[src/rtl/core/fsts_pkg.sv]
`timescale 1ns / 1ps
// ----------------------------------------------------------------------------
// Fair-share scheduler package
// Shared widths, operation/status/slot-state codes, reset values and the
// record types used between the scheduler modules.
// ----------------------------------------------------------------------------
package fsts_pkg;

    localparam int RT_W    = 64;
    localparam int OP_W    = 3;
    localparam int IDX_W   = 9;
    localparam int STAT_W  = 2;
    localparam int SST_W   = 3;
    localparam int CHG_W   = 16;
    localparam int PADDR_W = 5;
    localparam int PDATA_W = 64;

    localparam logic [OP_W-1:0] OP_SUBMIT  = 3'd0;
    localparam logic [OP_W-1:0] OP_ACQUIRE = 3'd1;
    localparam logic [OP_W-1:0] OP_RELEASE = 3'd2;
    localparam logic [OP_W-1:0] OP_FINISH  = 3'd3;
    localparam logic [OP_W-1:0] OP_BLOCK   = 3'd4;
    localparam logic [OP_W-1:0] OP_UNBLOCK = 3'd5;
    localparam logic [OP_W-1:0] OP_SPARE_A = 3'd6;
    localparam logic [OP_W-1:0] OP_SPARE_B = 3'd7;

    localparam logic [SST_W-1:0] SLOT_FREE     = 3'd0;
    localparam logic [SST_W-1:0] SLOT_RUNNABLE = 3'd1;
    localparam logic [SST_W-1:0] SLOT_RUNNING  = 3'd2;
    localparam logic [SST_W-1:0] SLOT_BLOCKED  = 3'd3;
    localparam logic [SST_W-1:0] SLOT_FINISHED = 3'd4;

    localparam logic [STAT_W-1:0] STAT_DONE     = 2'd0;
    localparam logic [STAT_W-1:0] STAT_FULL     = 2'd1;
    localparam logic [STAT_W-1:0] STAT_EMPTY    = 2'd2;
    localparam logic [STAT_W-1:0] STAT_NOCHANGE = 2'd3;

    localparam logic [1:0] REG_RUN_CHARGE  = 2'd0;
    localparam logic [1:0] REG_WAKE_CREDIT = 2'd1;
    localparam logic [1:0] REG_EMPTY_START = 2'd2;

    localparam logic [CHG_W-1:0] RST_RUN_CHARGE  = 16'd1000;
    localparam logic [CHG_W-1:0] RST_WAKE_CREDIT = 16'd1000;
    localparam logic [RT_W-1:0]  RST_EMPTY_START = 64'hFFFF_FFFF_FFFF_FC18;

    typedef struct packed {
        logic [SST_W-1:0] state;
        logic [RT_W-1:0]  runtime;
    } t_slot;

    typedef struct packed {
        logic [CHG_W-1:0] run_charge;
        logic [CHG_W-1:0] wake_credit;
        logic [RT_W-1:0]  empty_start;
    } t_cfg;

    typedef struct packed {
        logic clear;
        logic valid;
    } t_scan_ctl;

    typedef struct packed {
        logic            free_found;
        logic            run_found;
        logic [RT_W-1:0] run_rt;
    } t_scan_res;

endpackage

[src/rtl/core/fsts_regs.sv]
`timescale 1ns / 1ps
// ----------------------------------------------------------------------------
// Scheduler configuration registers
// APB-style register file holding the run charge, the wake credit and the
// start runtime used when nothing is runnable.
// ----------------------------------------------------------------------------
module fsts_regs
    import fsts_pkg::*;
(
    input  logic               i_clk,
    input  logic               i_rst_n,
    input  logic               psel,
    input  logic               penable,
    input  logic               pwrite,
    input  logic [PADDR_W-1:0] paddr,
    input  logic [PDATA_W-1:0] pwdata,
    output logic [PDATA_W-1:0] prdata,
    output logic               pready,
    output t_cfg               o_cfg
);

    t_cfg       r_cfg;
    logic [1:0] w_reg_idx;
    logic       w_wr;

    // Registers sit on 8-byte boundaries.
    assign w_reg_idx = paddr[PADDR_W-1:3];
    assign w_wr      = psel && penable && pwrite;

    always_ff @(posedge i_clk) begin
        if (!i_rst_n) begin
            r_cfg.run_charge  <= RST_RUN_CHARGE;
            r_cfg.wake_credit <= RST_WAKE_CREDIT;
            r_cfg.empty_start <= RST_EMPTY_START;
        end else if (w_wr) begin
            case (w_reg_idx)
                REG_RUN_CHARGE:  r_cfg.run_charge  <= pwdata[CHG_W-1:0];
                REG_WAKE_CREDIT: r_cfg.wake_credit <= pwdata[CHG_W-1:0];
                REG_EMPTY_START: r_cfg.empty_start <= pwdata[RT_W-1:0];
                default: ;
            endcase
        end
    end

    always_comb begin
        case (w_reg_idx)
            REG_RUN_CHARGE:  prdata = PDATA_W'(r_cfg.run_charge);
            REG_WAKE_CREDIT: prdata = PDATA_W'(r_cfg.wake_credit);
            REG_EMPTY_START: prdata = PDATA_W'(r_cfg.empty_start);
            default:         prdata = '0;
        endcase
    end

    assign pready = 1'b1;
    assign o_cfg  = r_cfg;

endmodule

[config.mk]
export PLATFORM = sky130hd
export DESIGN_NAME = fsts_regs
export DESIGN_NICKNAME = d
export VERILOG_FILES = /design/src/rtl/core/fsts_pkg.sv /design/src/rtl/core/fsts_regs.sv
export SDC_FILE = /design/constraint.sdc
export NUM_CORES = 1
export LEC_CHECK = 0
export BUFFER_PORTS_ARGS = -buffer_cell sky130_fd_sc_hd__buf_4
export CAP_MARGIN = 20
export CORE_MARGIN = 2
export CORE_UTILIZATION = 30
export CTS_CLUSTER_DIAMETER = 120
export DETAILED_ROUTE_END_ITERATION = 10
export GPL_ROUTABILITY_DRIVEN = 1
export GPL_TIMING_DRIVEN = 0
export HOLD_SLACK_MARGIN = 0.03
export PLACE_DENSITY = 0.61
export SKIP_CTS_REPAIR_TIMING = 1
export SYNTH_ARGS = -nofsm -noshare
export SYNTH_HDL_FRONTEND = slang
export SYNTH_SLANG_ARGS = --single-unit
export TNS_END_PERCENT = 30
[constraint.sdc]
create_clock -name i_clk -period 1.4 [get_ports i_clk]
set_input_delay 0.35 -clock i_clk [delete_from_list [all_inputs] [get_ports i_clk]]
set_output_delay 0.35 -clock i_clk [all_outputs]
set_load 0.02 [all_outputs]
Word-level counts from Yosys, hierarchy flattened
Index checks and enable logic that the tools add are counted.
{"block": "totals", "reg_bits": 96, "input_bits": 74, "out_inout_bits": 161, "wordCells": 12}
{"block": "op_classes", "eq_ne": 2, "n_mux": 1, "n_reduce_logical": 6}
{"op": "case mux 64 bit (3 select lines)", "n": 1}
{"op": "AND reduction 2 bit", "n": 3}
{"op": "== test 2 x 1 -> 1 bit (second input constant)", "n": 1}
{"op": "== test 2 bit (second input constant)", "n": 1}
{"op": "logical AND 1 bit", "n": 2}
{"op": "logical NOT 2 bit", "n": 1}

Logic depth before layout (Yosys ltp)
{"block": "depth", "depth_word": 3, "depth_mapped": 6}

Least setup slack after synthesis
No wires, ideal clock.
{"block": "synth_timing", "path_type": "in2out", "from": "input paddr[3]", "to": "output prdata[3]", "t_arrival_ps": 1381, "required_time_ps": 1050, "setup_slack_ps": -331, "path_stages": 4, "cell_sequence": "buf_4 -> buf_2 -> mux2i_1 -> o21ai_0"}
{"block": "synth_between", "elab_chain_cells": 2, "elab_cells_between_ends": 4, "cone_classes": "eq/ne: 2; mux: 1; reduce/logical: 1"}
{"element": "from (decl)", "line_no": "fsts_regs.sv:15", "text": "input logic [PADDR_W-1:0] paddr,"}
{"element": "== test 2 bit, or another cell as far along", "line_no": "fsts_regs.sv:46", "text": "case (w_reg_idx)"}
{"element": "case mux 64 bit (3 select lines) *", "line_no": "fsts_regs.sv:46"}
{"element": "to (decl)", "line_no": "fsts_regs.sv:17", "text": "output logic [PDATA_W-1:0] prdata,"}
Mark *: on every way between the ends. The rest lies on a longest branch, timed or not.

Worst setup path after layout
{"block": "layout_timing", "from": "input paddr[4]", "to": "output prdata[37]"}
The elaborated chain is that of the path after synthesis.

==> qor.csv <==
metric;value;unit
dp_hpwl;12.1;mm
fin_crit_sh;112;%
vias;4606;
critPathKind;in2out;
critPathMaxStageDelay;0.19;ns
via_per_inst;4.82;
synth-seq-area-share;43.1;%
hp-class;in2reg;
grt_pass1_vias;4334;
cp_cell_sequence;buf_8 -> nor2b_4 -> buf_12 -> clkbuf_16 -> and2_2 -> buf_6;
fin_crit;1.57;ns
die_x;126;um
cts_max_path_buffers;2;
clkTransAtPathRegs;0.06;ns
drv_slew;0;
cpMaxStageDelayCell;and2_2;
coreArea;14500;um2
rsz0062_at_grt;true;
run_status;finished with violations;
slew-limit-headroom;58.0;%
vdd_ir_drop_max;0.000563;V
ys_ff_latch;96;
fill_cells;1401;
synth_top_family_by_area;compound AO/OA/AOI/OAI gates;
ios;235;
rows;44;
syn-num-nets;592;
gr-total-overflow;0;
synth_compound_area_share;18.6;%
path_buf_inv;4;
crit_required;1.05;ns
avgSynthCellArea;8.62;um2
drive_above_1_share;45.3;%
synth_xor_area_share;0;%
yosys.area.top_type;dfxtp_1;
route.detailed.drc;0;
fin_nets;842;
fmax;636;MHz
fin_util;50.9;%
synth_cells;518;
worstSetupEndpointType;output pin;
routedWlPerCell;17.4;um
gp_congestion;0.818;
syn2layout_area_growth;65.7;%
final_cell_area;7390;um2
cap_violations;0;
synthesis.area;4460;um2
p_leak;3.45;nW
cts-buffers-inserted;9;
synthTopCellsByArea;dfxtp_1, mux2i_1, o21ai_0, o211ai_1, and2_1;
dr.pass1.iters;4;
io_buffer_count;229;
synth_top_area_share;43.1;%
initial_utilization;30.7;%
hold_violations;0;
grt_pass1_wl;24.3;mm
place_area;6490;um2
cts_tree;yes;
dieArea;15900;um2
fin_skew;0;ns
yosys_warnings;0;
dieHeight;126;um
ant_nets;0;
path_max_fanout;8;
grt_util_all_layers;19.4;%
synth_simple_gate_area_share;16.0;%
n_antenna_cell;0;
cp_top_family;buffers and inverters;
worstSetupStartpointType;input port;
worst_slack;-0.173;ns
htreeDepth;3;
violations;setup timing;
clock_sinks;96;
powerDensity;939;nW/um2
drt_iter0_drc;201;
antenna_found_initial;0;
drt_wl_total;16.6;mm
numPlacedInstances;931;
largest_reg_flops;96;
grt_max_degree;15;
synthAdderAreaFrac;0;%
instances_no_fill;955;
tightest_slew;0.630;ns
clk-insertion-delay-late;0.34;ns
synthMuxAreaShare;12.6;%
finalSetupViolations;60;
arrival;1.22;ns
root_buffer;clkbuf_16;
synth.distinct_cells;22;
-- where the power goes --
part	internal (W)	leakage (nW)	switching [W]
combinational	0.000627	2.51	0.000650
sequential	0.00278	0.779	0.0000441
clock	0.00182	0.168	0.00102
total	0.00523	3.45	0.00171
-- worst min-delay path, cell delays in order --
cell,delay [ns]
buf_4,0.11
nand2_1,0.05
mux2i_1,0.05
-- metal layers --
| layer | part of all wire (%) | vias up | track usage, % |
|---|---|---|---|
| met1 | 44 | 2217 | 25.0 |
| li1 | - | 2224 | - |
| met5 | 0 | - | 0 |
| met4 | 1.9 | 0 | 6.92 |
| met2 | 49 | 143 | 32.2 |
| met3 | 5.1 | 22 | 3.82 |
-- area by class of cell --
cell class,count,area [um2],share of cell area (%)
clock inverters,3,90.1,1.22
plain buffers,47,343,4.64
clock buffers,11,253,3.42
well taps,184,230,3.11
flip-flops and latches,96,1920,26.0
multi-input cells,319,2290,31.0
inverters,56,210,2.84
repair buffers,239,2060,27.8
-- synth_stat cells --
library cell	count
or2_1	1
o21ai_0	72
nor3b_1	1
inv_1	56
conb_1	1
or3_1	1
nand3_2	1
nand2_1	59
clkbuf_1	31
buf_6	3
nor3_4	1
mux2i_1	56
o211ai_2	10
dfxtp_1	96
buf_2	11
nor2b_1	19
and2_1	48
nand2b_4	1
nor2_2	1
o211ai_1	46
buf_4	2
or3b_1	1
-- through the flow --
step	setup slack (ns)	hold slack, ns	total power, W	setup TNS [ns]
finish	-0.173	0.268	0.00695	-8.06
floorplan	-0.0133	0.492	0.00344	-0.531
global placement	-0.539	0.461	0.00396	-51.45
global route	-0.202	0.268	0.00722	-10.42
detailed placement	-0.581	0.467	0.00398	-57.23
CTS	-0.582	0.254	0.00683	-31.27
-- final timing paths --
| path | slack (ns) | startpoint | cells after the start | endpoint |
|---|---|---|---|---|
| worst max-delay path | -0.17 | paddr[4] | 6 | prdata[37] |
| worst min-delay path | 0.27 | pwdata[7] | 3 | o_cfg[7]$_SDFFE_PN0P_ |
| worst max register to register | 0.69 | o_cfg[93]$_SDFFE_PN0P_ | 2 | o_cfg[93]$_SDFFE_PN0P_ |
| worst min register to register | 0.48 | o_cfg[80]$_SDFFE_PN0P_ | 2 | o_cfg[80]$_SDFFE_PN0P_ |
-- cells in the final DEF, fill, tap and decap left out, types with 18 or more instances in the layout --
cell type	n
buf_4	188
dfxtp_1	96
inv_1	56
o21ai_0	54
mux2i_1	53
buf_6	51
o211ai_1	46
nand2_1	45
and2_1	25
clkbuf_1	22
and2_4	19
nor2b_1	18
-- cells by family after synthesis --
group | after synthesis
AO/OA/AOI/OAI | 128
multiplexers | 56
other | 1
AND/OR/NAND/NOR | 134
buffers and inverters | 103
flip-flops | 96
Power figures use the tool's default switching activity.
