===== src/rtl/core/fsts_ram.sv =====
`timescale 1ns / 1ps
// ----------------------------------------------------------------------------
// Generic simple dual-port RAM
// One write port and one read port with a registered read.
// ----------------------------------------------------------------------------
module fsts_ram #(
    parameter int WIDTH = 8,
    parameter int DEPTH = 16
) (
    input  logic                             i_clk,
    input  logic                             i_we,
    input  logic [$clog2(DEPTH > 1 ? DEPTH : 2)-1:0] i_waddr,
    input  logic [WIDTH-1:0]                 i_wdata,
    input  logic [$clog2(DEPTH > 1 ? DEPTH : 2)-1:0] i_raddr,
    output logic [WIDTH-1:0]                 o_rdata
);

    logic [WIDTH-1:0] r_mem [DEPTH];
    logic [WIDTH-1:0] r_rdata;

    always_ff @(posedge i_clk) begin
        if (i_we) begin
            r_mem[i_waddr] <= i_wdata;
        end
        r_rdata <= r_mem[i_raddr];
    end

    assign o_rdata = r_rdata;

endmodule


===== config.mk =====
export PLATFORM = sky130hd
export DESIGN_NAME = fsts_ram
export DESIGN_NICKNAME = d
export VERILOG_FILES = /design/src/rtl/core/fsts_ram.sv
export SDC_FILE = /design/constraint.sdc
export NUM_CORES = 1
export LEC_CHECK = 0
export ABC_AREA = 1
export BUFFER_PORTS_ARGS = -buffer_cell sky130_fd_sc_hd__buf_2
export CAP_MARGIN = 30
export CORE_MARGIN = 3
export CORE_UTILIZATION = 30
export DETAILED_ROUTE_END_ITERATION = 12
export GPL_ROUTABILITY_DRIVEN = 0
export PLACE_DENSITY = 0.53
export SYNTH_ARGS = -nofsm -noshare
export SYNTH_HDL_FRONTEND = slang
export SYNTH_SLANG_ARGS = --single-unit

===== constraint.sdc =====
create_clock -name i_clk -period 4.1 [get_ports i_clk]
set_clock_uncertainty 0.1 [all_clocks]
set_input_delay 0.82 -clock i_clk [delete_from_list [all_inputs] [get_ports i_clk]]
set_output_delay 0.82 -clock i_clk [all_outputs]
set_load 0.05 [all_outputs]

==> After elaboration in Yosys (flattened, before gate mapping) <==
Memories as Yosys holds them, arrays and structs flattened. A register that Yosys moved wholly into a read port is not among the register bits.
Cells that the tools add are included.
{ "word_totals": {"register_bits": 0, "latch_bits": 0, "ramBits": 128, "mem_bits_ro": 0, "output_inout_bits": 8, "elab_cells": 3, "n_memories": 1} }
{ "memory_table": {"columns": ["memory", "depth", "width", "read_ports", "rd_clocked_by_memory_dff", "wr", "line", "source"], "rows": [
  ["r_mem", 16, 8, 1, 1, 1, "18", "logic [WIDTH-1:0] r_mem [DEPTH];"]
]} }
{ "op_classes": {"add_sub_neg": 0, "n_mul": 0, "div_mod_pow": 0, "order_cmp": 0, "eq_ne": 0, "n_shift": 0, "muxes": 2, "n_bitwise": 0, "reduce_logical": 0} }
{ "ops": {"columns": ["cell", "n"], "rows": [
  ["$mux 1", 2]
]} }

==> Depth between registers and ports, before layout <==
Gate-level depths: netlist of the first run.
{ "logic_depth": {"depth_word": 2, "ltp_mapped": 8} }

==> Worst setup path before layout of the first run <==
No wires, ideal clock.
{ "synth_timing": {"path_type": "input -> register", "startpoint": "in i_waddr[2] in the netlist's numbering", "endpoint": "mem r_mem[10][0], enable pin", "arrival_time_ns": 1.401, "setup_slack_ns": 2.229, "stages": 2, "n_path_buf": 0, "path_cell_list": "nand3b_1 > nor2_1"} }
{ "synth_rtl": {"columns": ["element", "line", "source"], "rows": [
  ["start: declaration", "12", "input logic [$clog2(DEPTH > 1 ? DEPTH : 2)-1:0] i_waddr,"],
  ["end: declaration", "18", null]
]} }
Straight into the memory's write port.

==> flow_metrics.py, run 1 <==
metrics = {
    "power": {
        "p_sw_uw": 743,
        "ir_worst_vdd_mv": 0.284,
        "switching_share": 0.204,
        "p_int_mw": 2.90,
        "combPwrFrac": 0.059,
        "power_density_nw_per_um2": 538,
        "p_leak_nw": 2.88,
        "clockPowerShare": 0.512,
        "power.share.sequential": 0.429,
    },
    "layout": {
        "finalCoreUtilization": 0.361,
        "fin_nets": 592,
        "n_antenna_cell": 0,
        "nFillCells": 1807,
        "syn2layout_area_growth_pct": 17.6,
        "drive_gt1_frac": 0.104,
    },
    "yosys": {
        "synth_area_leaders": "edfxtp_1, nand2_1, nand3_1",
        "syn_nets": 569,
        "syn_avg_cell_area_um2": 10.5,
        "ys_seq_area_frac": 0.694,
        "syn_area_um2": 5770,
        "yosys.area.top_type": "edfxtp_1",
        "synth_top_area_share": 0.667,
        "postSynthCellCount": 551,
        "synth_warnings": 0,
        "ys_types": 12,
        "synth_seq_cells": 136,
    },
    "route": {
        "wl_um": 13500,
        "vias": 3702,
        "vias_per_cell": 4.51,
        "firstDrtPassIters": 4,
        "drcViolationCount": 0,
        "antenna_left": 0,
        "wl_per_cell_um": 16.5,
        "drt_iter0_drc": 356,
    },
    "critical_path": {
        "cp-start-kind": "input port",
        "setup.worst_path.end_class": "register",
        "slowest_delay_ns": 0.52,
        "cp_max_fo": 33,
        "cp_slowest_cell": "inv_2",
        "path_class": "input port to register",
        "cp.arrival_ns": 2.28,
        "required_ns": 4.36,
        "cp_common_cell": "nand3_1",
        "worstPathCellList": "buf_2, buf_4, inv_2, nand3_1, nand3_1, nand3_1, nand2_1",
    },
    "cts": {
        "ctsResizeCount": 0,
        "cts.clk_slew.worst_paths_ns": 0.06,
        "cts_buffers": 17,
        "worst_skew_pair.late_latency_ns": 0.41,
        "tritoncts": "built",
        "htreeDepth": 4,
        "clockBufferDepth": 2,
        "root_buffer": "clkbuf_16",
        "cts.hold.buffers_added": 0,
        "post_cts_buffers": 0,
        "cts.sinks": 136,
    },
    "placement": {
        "place.port_buffers": 25,
        "dp_slack_ns": 1.62,
        "place_hpwl_um": 8230,
    },
    "floorplan": {
        "dieWidth_um": 145,
        "initial_core_util": 0.307,
        "num_rows": 50,
        "core_area_um2": 18800,
        "dieHeight_um": 145,
        "dieArea_um2": 20900,
        "io_pins": 26,
    },
    "min_path": {
        "hp-class": "register to register",
    },
    "outcome": {
        "status": "finished, final reports clean",
    },
    "timing": {
        "timing.fmax_mhz": 495,
        "setup_violations": 0,
        "worst_pin_slew_ns": 0.821,
        "maxSlewViolCount": 0,
        "rsz0062_at_grt": "no",
        "min_period_over_period": 0.493,
        "hold_viol": 0,
        "setup_ws_ns": 2.08,
        "slew_headroom": 0.451,
        "fin_tns_setup_ns": 0,
        "min_period_ns": 2.02,
    },
    "global_routing": {
        "grt_pass1_wl_um": 21000,
        "antenna_found_initial": 0,
        "grt_usage": 0.134,
        "grt_start_max_net_pins": 65,
        "grt_overflow_total": 0,
        "grt_pass1_vias": 3707,
    },
    "flow_run": {
        "max-cap-violations": 0,
    },
}
## final timing paths
kind	start	end	slack, ns	depth (start not counted)
setup / recovery	i_raddr[1]	o_rdata[3]	2.08	7
hold / removal	r_mem[14][4]	o_rdata[4]	0.55	6
setup reg to reg	r_mem[3][7]	o_rdata[7]	2.90	6
hold reg to reg	r_mem[14][4]	o_rdata[4]	0.55	6
## worst max-delay path, delay by kind of cell
| kind | cells | cell delay [ns] |
|---|---|---|
| and+or+nand+nor | 4 | 0.57 |
| buffers and inverters | 3 | 0.87 |
## area by class of cell
cell class / count / area, um2 / share of cell area
clock buffer: 20 / 457 / 0.0674
clock inverter: 12 / 269 / 0.0397
inverter: 102 / 383 / 0.0565
multi-input combinational: 289 / 1210 / 0.179
sequential: 136 / 4000 / 0.591
tap: 234 / 293 / 0.0432
timing repair buffer: 28 / 160 / 0.0236
## synthesized netlist by cell type
cell / count
nand2_1: 173
edfxtp_1: 128
buf_6: 6
dfxtp_1: 8
buf_4: 4
inv_1: 100
buf_1: 1
nand3_1: 97
buf_2: 13
nand3b_1: 2
inv_2: 2
nor2_1: 17
## through the flow
step / cell area (um2) / total power, mW / std cells / hold slack [ns]
floorplan: 5770 / 1.73 / 551 / 0.507
global placement: 6030 / 1.81 / 788 / 0.563
detailed placement: 6050 / 1.81 / 789 / 0.549
CTS: 6780 / 3.67 / 821 / 0.562
global route: 6780 / 3.75 / 821 / 0.636
finish: 6780 / 3.65 / 821 / 0.551
## power by group through the flow
stage / Sequential, mW / Combinational, mW / Clock, mW
finish: 1.56 / 0.215 / 1.87
global route: 1.57 / 0.239 / 1.95
CTS: 1.56 / 0.218 / 1.88
detailed placement: 1.59 / 0.217 / 0
global placement: 1.59 / 0.215 / 0
floorplan: 1.62 / 0.110 / 0
## registers in the layout, indices dropped and copies added (netlist names)
register / flops
o_rdata: 8
r_mem: 128
## metal layers
layer | wire (um) | vias to the layer above | track usage
li1 | - | 1815 | -
met2 | 6530 | 109 | 0.217
met4 | 406 | 0 | 0.0623
met5 | 0 | - | 0
met1 | 6020 | 1755 | 0.177
met3 | 566 | 23 | 0.0238
## placed cells by master (no fill, tap or decap), types with 8 or more instances in the layout
cell	instances
buf_2	25
bufinv_16	8
clkbuf_16	17
dfxtp_1	8
edfxtp_1	128
inv_1	100
nand2_1	173
nand3_1	97
nor2_1	17
## kinds of logic after synthesis
logic type             share of synthesized area
DFF                                        0.694
buffers and inverters                     0.0952
and+or+nand+nor                            0.210
Note: power is estimated with default switching activity, not from simulation.
==> run 2, diff against run 1 <==
--- a/config.mk
+++ b/config.mk
@@ -5,14 +5,14 @@
 export SDC_FILE = /design/constraint.sdc
 export NUM_CORES = 1
 export LEC_CHECK = 0
-export ABC_AREA = 1
+export ABC_AREA = 0
 export BUFFER_PORTS_ARGS = -buffer_cell sky130_fd_sc_hd__buf_2
 export CAP_MARGIN = 30
 export CORE_MARGIN = 3
 export CORE_UTILIZATION = 30
 export DETAILED_ROUTE_END_ITERATION = 12
 export GPL_ROUTABILITY_DRIVEN = 0
-export PLACE_DENSITY = 0.53
+export PLACE_DENSITY = 0.54
 export SYNTH_ARGS = -nofsm -noshare
 export SYNTH_HDL_FRONTEND = slang
 export SYNTH_SLANG_ARGS = --single-unit
==> constraint.sdc (replaced) <==
create_clock -name i_clk -period 1.71 [get_ports i_clk]
set_clock_uncertainty 0.1 [all_clocks]
set_input_delay 0.342 -clock i_clk [delete_from_list [all_inputs] [get_ports i_clk]]
set_output_delay 0.342 -clock i_clk [all_outputs]
set_load 0.05 [all_outputs]
==> run 2 against run 1 <==
Compared with the run above:
- global-route usage shrank 0.98 points
- sequential power rose by 140%
- synthesized cell count fell by 58%
- combinational power grew 110%
- sequential cell count stayed put
- register-to-register slack worse by 2.7 ns
- setup slack got worse by 1.9 ns
- clock-buffer cell count decreased by 2
- sequential share of layout area grew 4.4 points
- final area shrank 7.0%
- clock power up 79%
- critical endpoint is now o_rdata[3]
- largest cell class unchanged
- highest routed layer unchanged
==> flow_metrics.py, run 2 <==
metrics = {
    "outcome": {
        "status": "finished, final reports clean",
    },
    "power": {
        "power_density_nw_per_um2": 1200,
        "p_leak_nw": 2.15,
        "ir_worst_vdd_mv": 0.677,
        "power_mw": 7.54,
    },
    "cts": {
        "tritoncts": "built",
        "clockBufferDepth": 2,
        "ctsResizeCount": 0,
        "post_cts_buffers": 0,
        "worst_skew_pair.late_latency_ns": 0.41,
        "cts.sinks": 136,
        "cts.clk_slew.worst_paths_ns": 0.06,
        "cts.hold.buffers_added": 0,
        "root_buffer": "clkbuf_16",
        "htreeDepth": 4,
        "cts_buffers": 17,
    },
    "floorplan": {
        "dieHeight_um": 137,
        "core_area_um2": 16700,
        "num_rows": 47,
        "dieWidth_um": 137,
        "dieArea_um2": 18800,
        "io_pins": 26,
        "initial_core_util": 0.308,
    },
    "flow_run": {
        "max-cap-violations": 0,
    },
    "yosys": {
        "synth_top_area_share": 0.747,
        "syn_area_um2": 5150,
        "synth.most_common_cell": "edfxtp_1",
        "synth-edff-count": 128,
        "ys_top_cells_by_count": "edfxtp_1, mux4_2, a22oi_1, mux4_1, nor2_1",
        "yosys.area.top_type": "edfxtp_1",
        "ys_seq_area_frac": 0.778,
        "ys_types": 19,
        "synth_area_leaders": "edfxtp_1, mux4_2, mux4_1",
        "synth_warnings": 0,
        "syn_nets": 247,
        "postSynthCellCount": 229,
        "ys_async_sr_fraction": 0,
        "syn_avg_cell_area_um2": 22.5,
        "synth_seq_cells": 136,
        "synth_flop_cell": "edfxtp_1",
    },
    "critical_path": {
        "cp_slowest_cell": "dfxtp_1",
        "crit_family": "flip-flops",
        "worstPathCellList": "buf_2",
        "slowest_delay_ns": 0.36,
        "required_ns": 1.27,
        "cp_max_fo": 1,
        "setup.worst_path.end_class": "primary output",
        "path_class": "register to primary output",
        "cp_num_buf_inv": 1,
        "cp-start-kind": "register",
        "cp.arrival_ns": 1.05,
    },
    "placement": {
        "dp_slack_ns": -0.155,
        "placed_cell_area_um2": 5760,
        "place.port_buffers": 25,
        "place_hpwl_um": 7040,
    },
    "global_routing": {
        "grt_start_max_net_pins": 20,
        "grt_usage": 0.125,
        "antenna_found_initial": 0,
        "grt_overflow_total": 0,
        "grt_pass1_wl_um": 16400,
        "grt_pass1_vias": 2667,
    },
    "layout": {
        "top_register": "r_mem",
        "final_area_um2": 6310,
        "largest_reg_flops": 128,
        "fin_nets": 314,
        "n_antenna_cell": 0,
        "drive_gt1_frac": 0.330,
        "nFillCells": 1543,
        "final_cell_mix": "edfxtp_1, buf_4, buf_2",
        "syn2layout_area_growth_pct": 22.5,
        "seqCellArea_um2": 4000,
        "layout_commonest_cell": "edfxtp_1",
        "multi_input_area_um2": 1060,
    },
    "route": {
        "wl_um": 10700,
        "wl_per_cell_um": 20.2,
        "firstDrtPassIters": 4,
        "vias": 2493,
        "drt_iter0_drc": 218,
        "vias_per_cell": 4.71,
        "drcViolationCount": 0,
        "antenna_left": 0,
    },
    "timing": {
        "timing.fmax_mhz": 669,
        "setup_ws_ns": 0.216,
        "setup_violations": 0,
        "rsz0062_at_grt": "no",
        "maxSlewViolCount": 0,
        "min_period_over_period": 0.874,
        "fin_tns_setup_ns": 0,
        "worst_pin_slew_ns": 0.784,
        "hold_viol": 0,
        "slew_headroom": 0.476,
        "min_period_ns": 1.49,
    },
    "min_path": {
        "hp-class": "input port to register",
    },
}
==> run 2: cell count changes in the layout (fill, tap and decap cells not counted), moves of 3 or more <==
cell / before / now
nor3_1: 0 / 3
clkinv_2: 1 / 4
nand3_1: 97 / 1
inv_1: 100 / 0
nor2_1: 17 / 13
clkinv_1: 0 / 7
nand2_1: 173 / 9
mux4_1: 0 / 14
mux4_2: 0 / 18
a22oi_1: 0 / 16
buf_12: 1 / 4
buf_4: 2 / 29
bufinv_16: 8 / 2
==> run 2: logic make-up (layout without fill, tap and decap cells) <==
logic type | count (synthesis) | after routing | share of synthesized area
flops | 136 | 136 | 0.778
buf+inv | 10 | 90 | 0.0168
mux | 32 | 32 | 0.150
compound gates | 16 | 16 | 0.0233
simple gates | 35 | 35 | 0.0318
==> run 2: through the flow <==
step | utilization | hold slack (ns) | std cells
5_1_grt | 0.378 | 0.223 | 529
3_5_place_dp | 0.345 | 0.558 | 497
2_1_floorplan | - | 0.341 | 229
6_report | 0.378 | 0.219 | 529
4_1_cts | 0.378 | 0.203 | 529
3_3_place_gp | 0.345 | 0.546 | 497
==> run 2: worst reg2reg max path, stage by stage (launching register included) <==
cell and delay [ns]:
edfxtp_1 0.35, mux4_1 0.57, a22oi_1 0.24, nand2_1 0.09
==> run 2: area by class of cell <==
| cell class | count | share of cell area |
|---|---|---|
| Clock buffer | 18 | 0.0680 |
| Clock inverter | 14 | 0.0181 |
| Multi-Input combinational cell | 83 | 0.168 |
| Sequential cell | 136 | 0.635 |
| Tap cell | 220 | 0.0436 |
| Timing Repair Buffer | 58 | 0.0671 |
==> run 2: power breakdown <==
group | internal [mW] | leakage, nW | switching, mW
Sequential | 3.73 | 1.22 | 0.0233
Clock | 2.09 | 0.266 | 1.25
Combinational | 0.173 | 0.660 | 0.282
==> run 2: final timing paths <==
path              cells past startpoint  slack, ns    startpoint           to
setup reg to reg                      3       0.24   r_mem[5][0]   o_rdata[0]
hold reg to reg                       3       0.57  r_mem[15][0]   o_rdata[0]
setup / recovery                      1       0.22    o_rdata[3]   o_rdata[3]
hold / removal                        1       0.22    i_wdata[1]  r_mem[6][1]
==> run 2: layer usage <==
layer | vias up | global-route usage | share of wire
li1 | 1109 | - | -
met1 | 1307 | 0.176 | 0.49
met2 | 62 | 0.181 | 0.45
met3 | 15 | 0.0408 | 0.048
met4 | 0 | 0.0432 | 0.013
met5 | - | 0 | 0
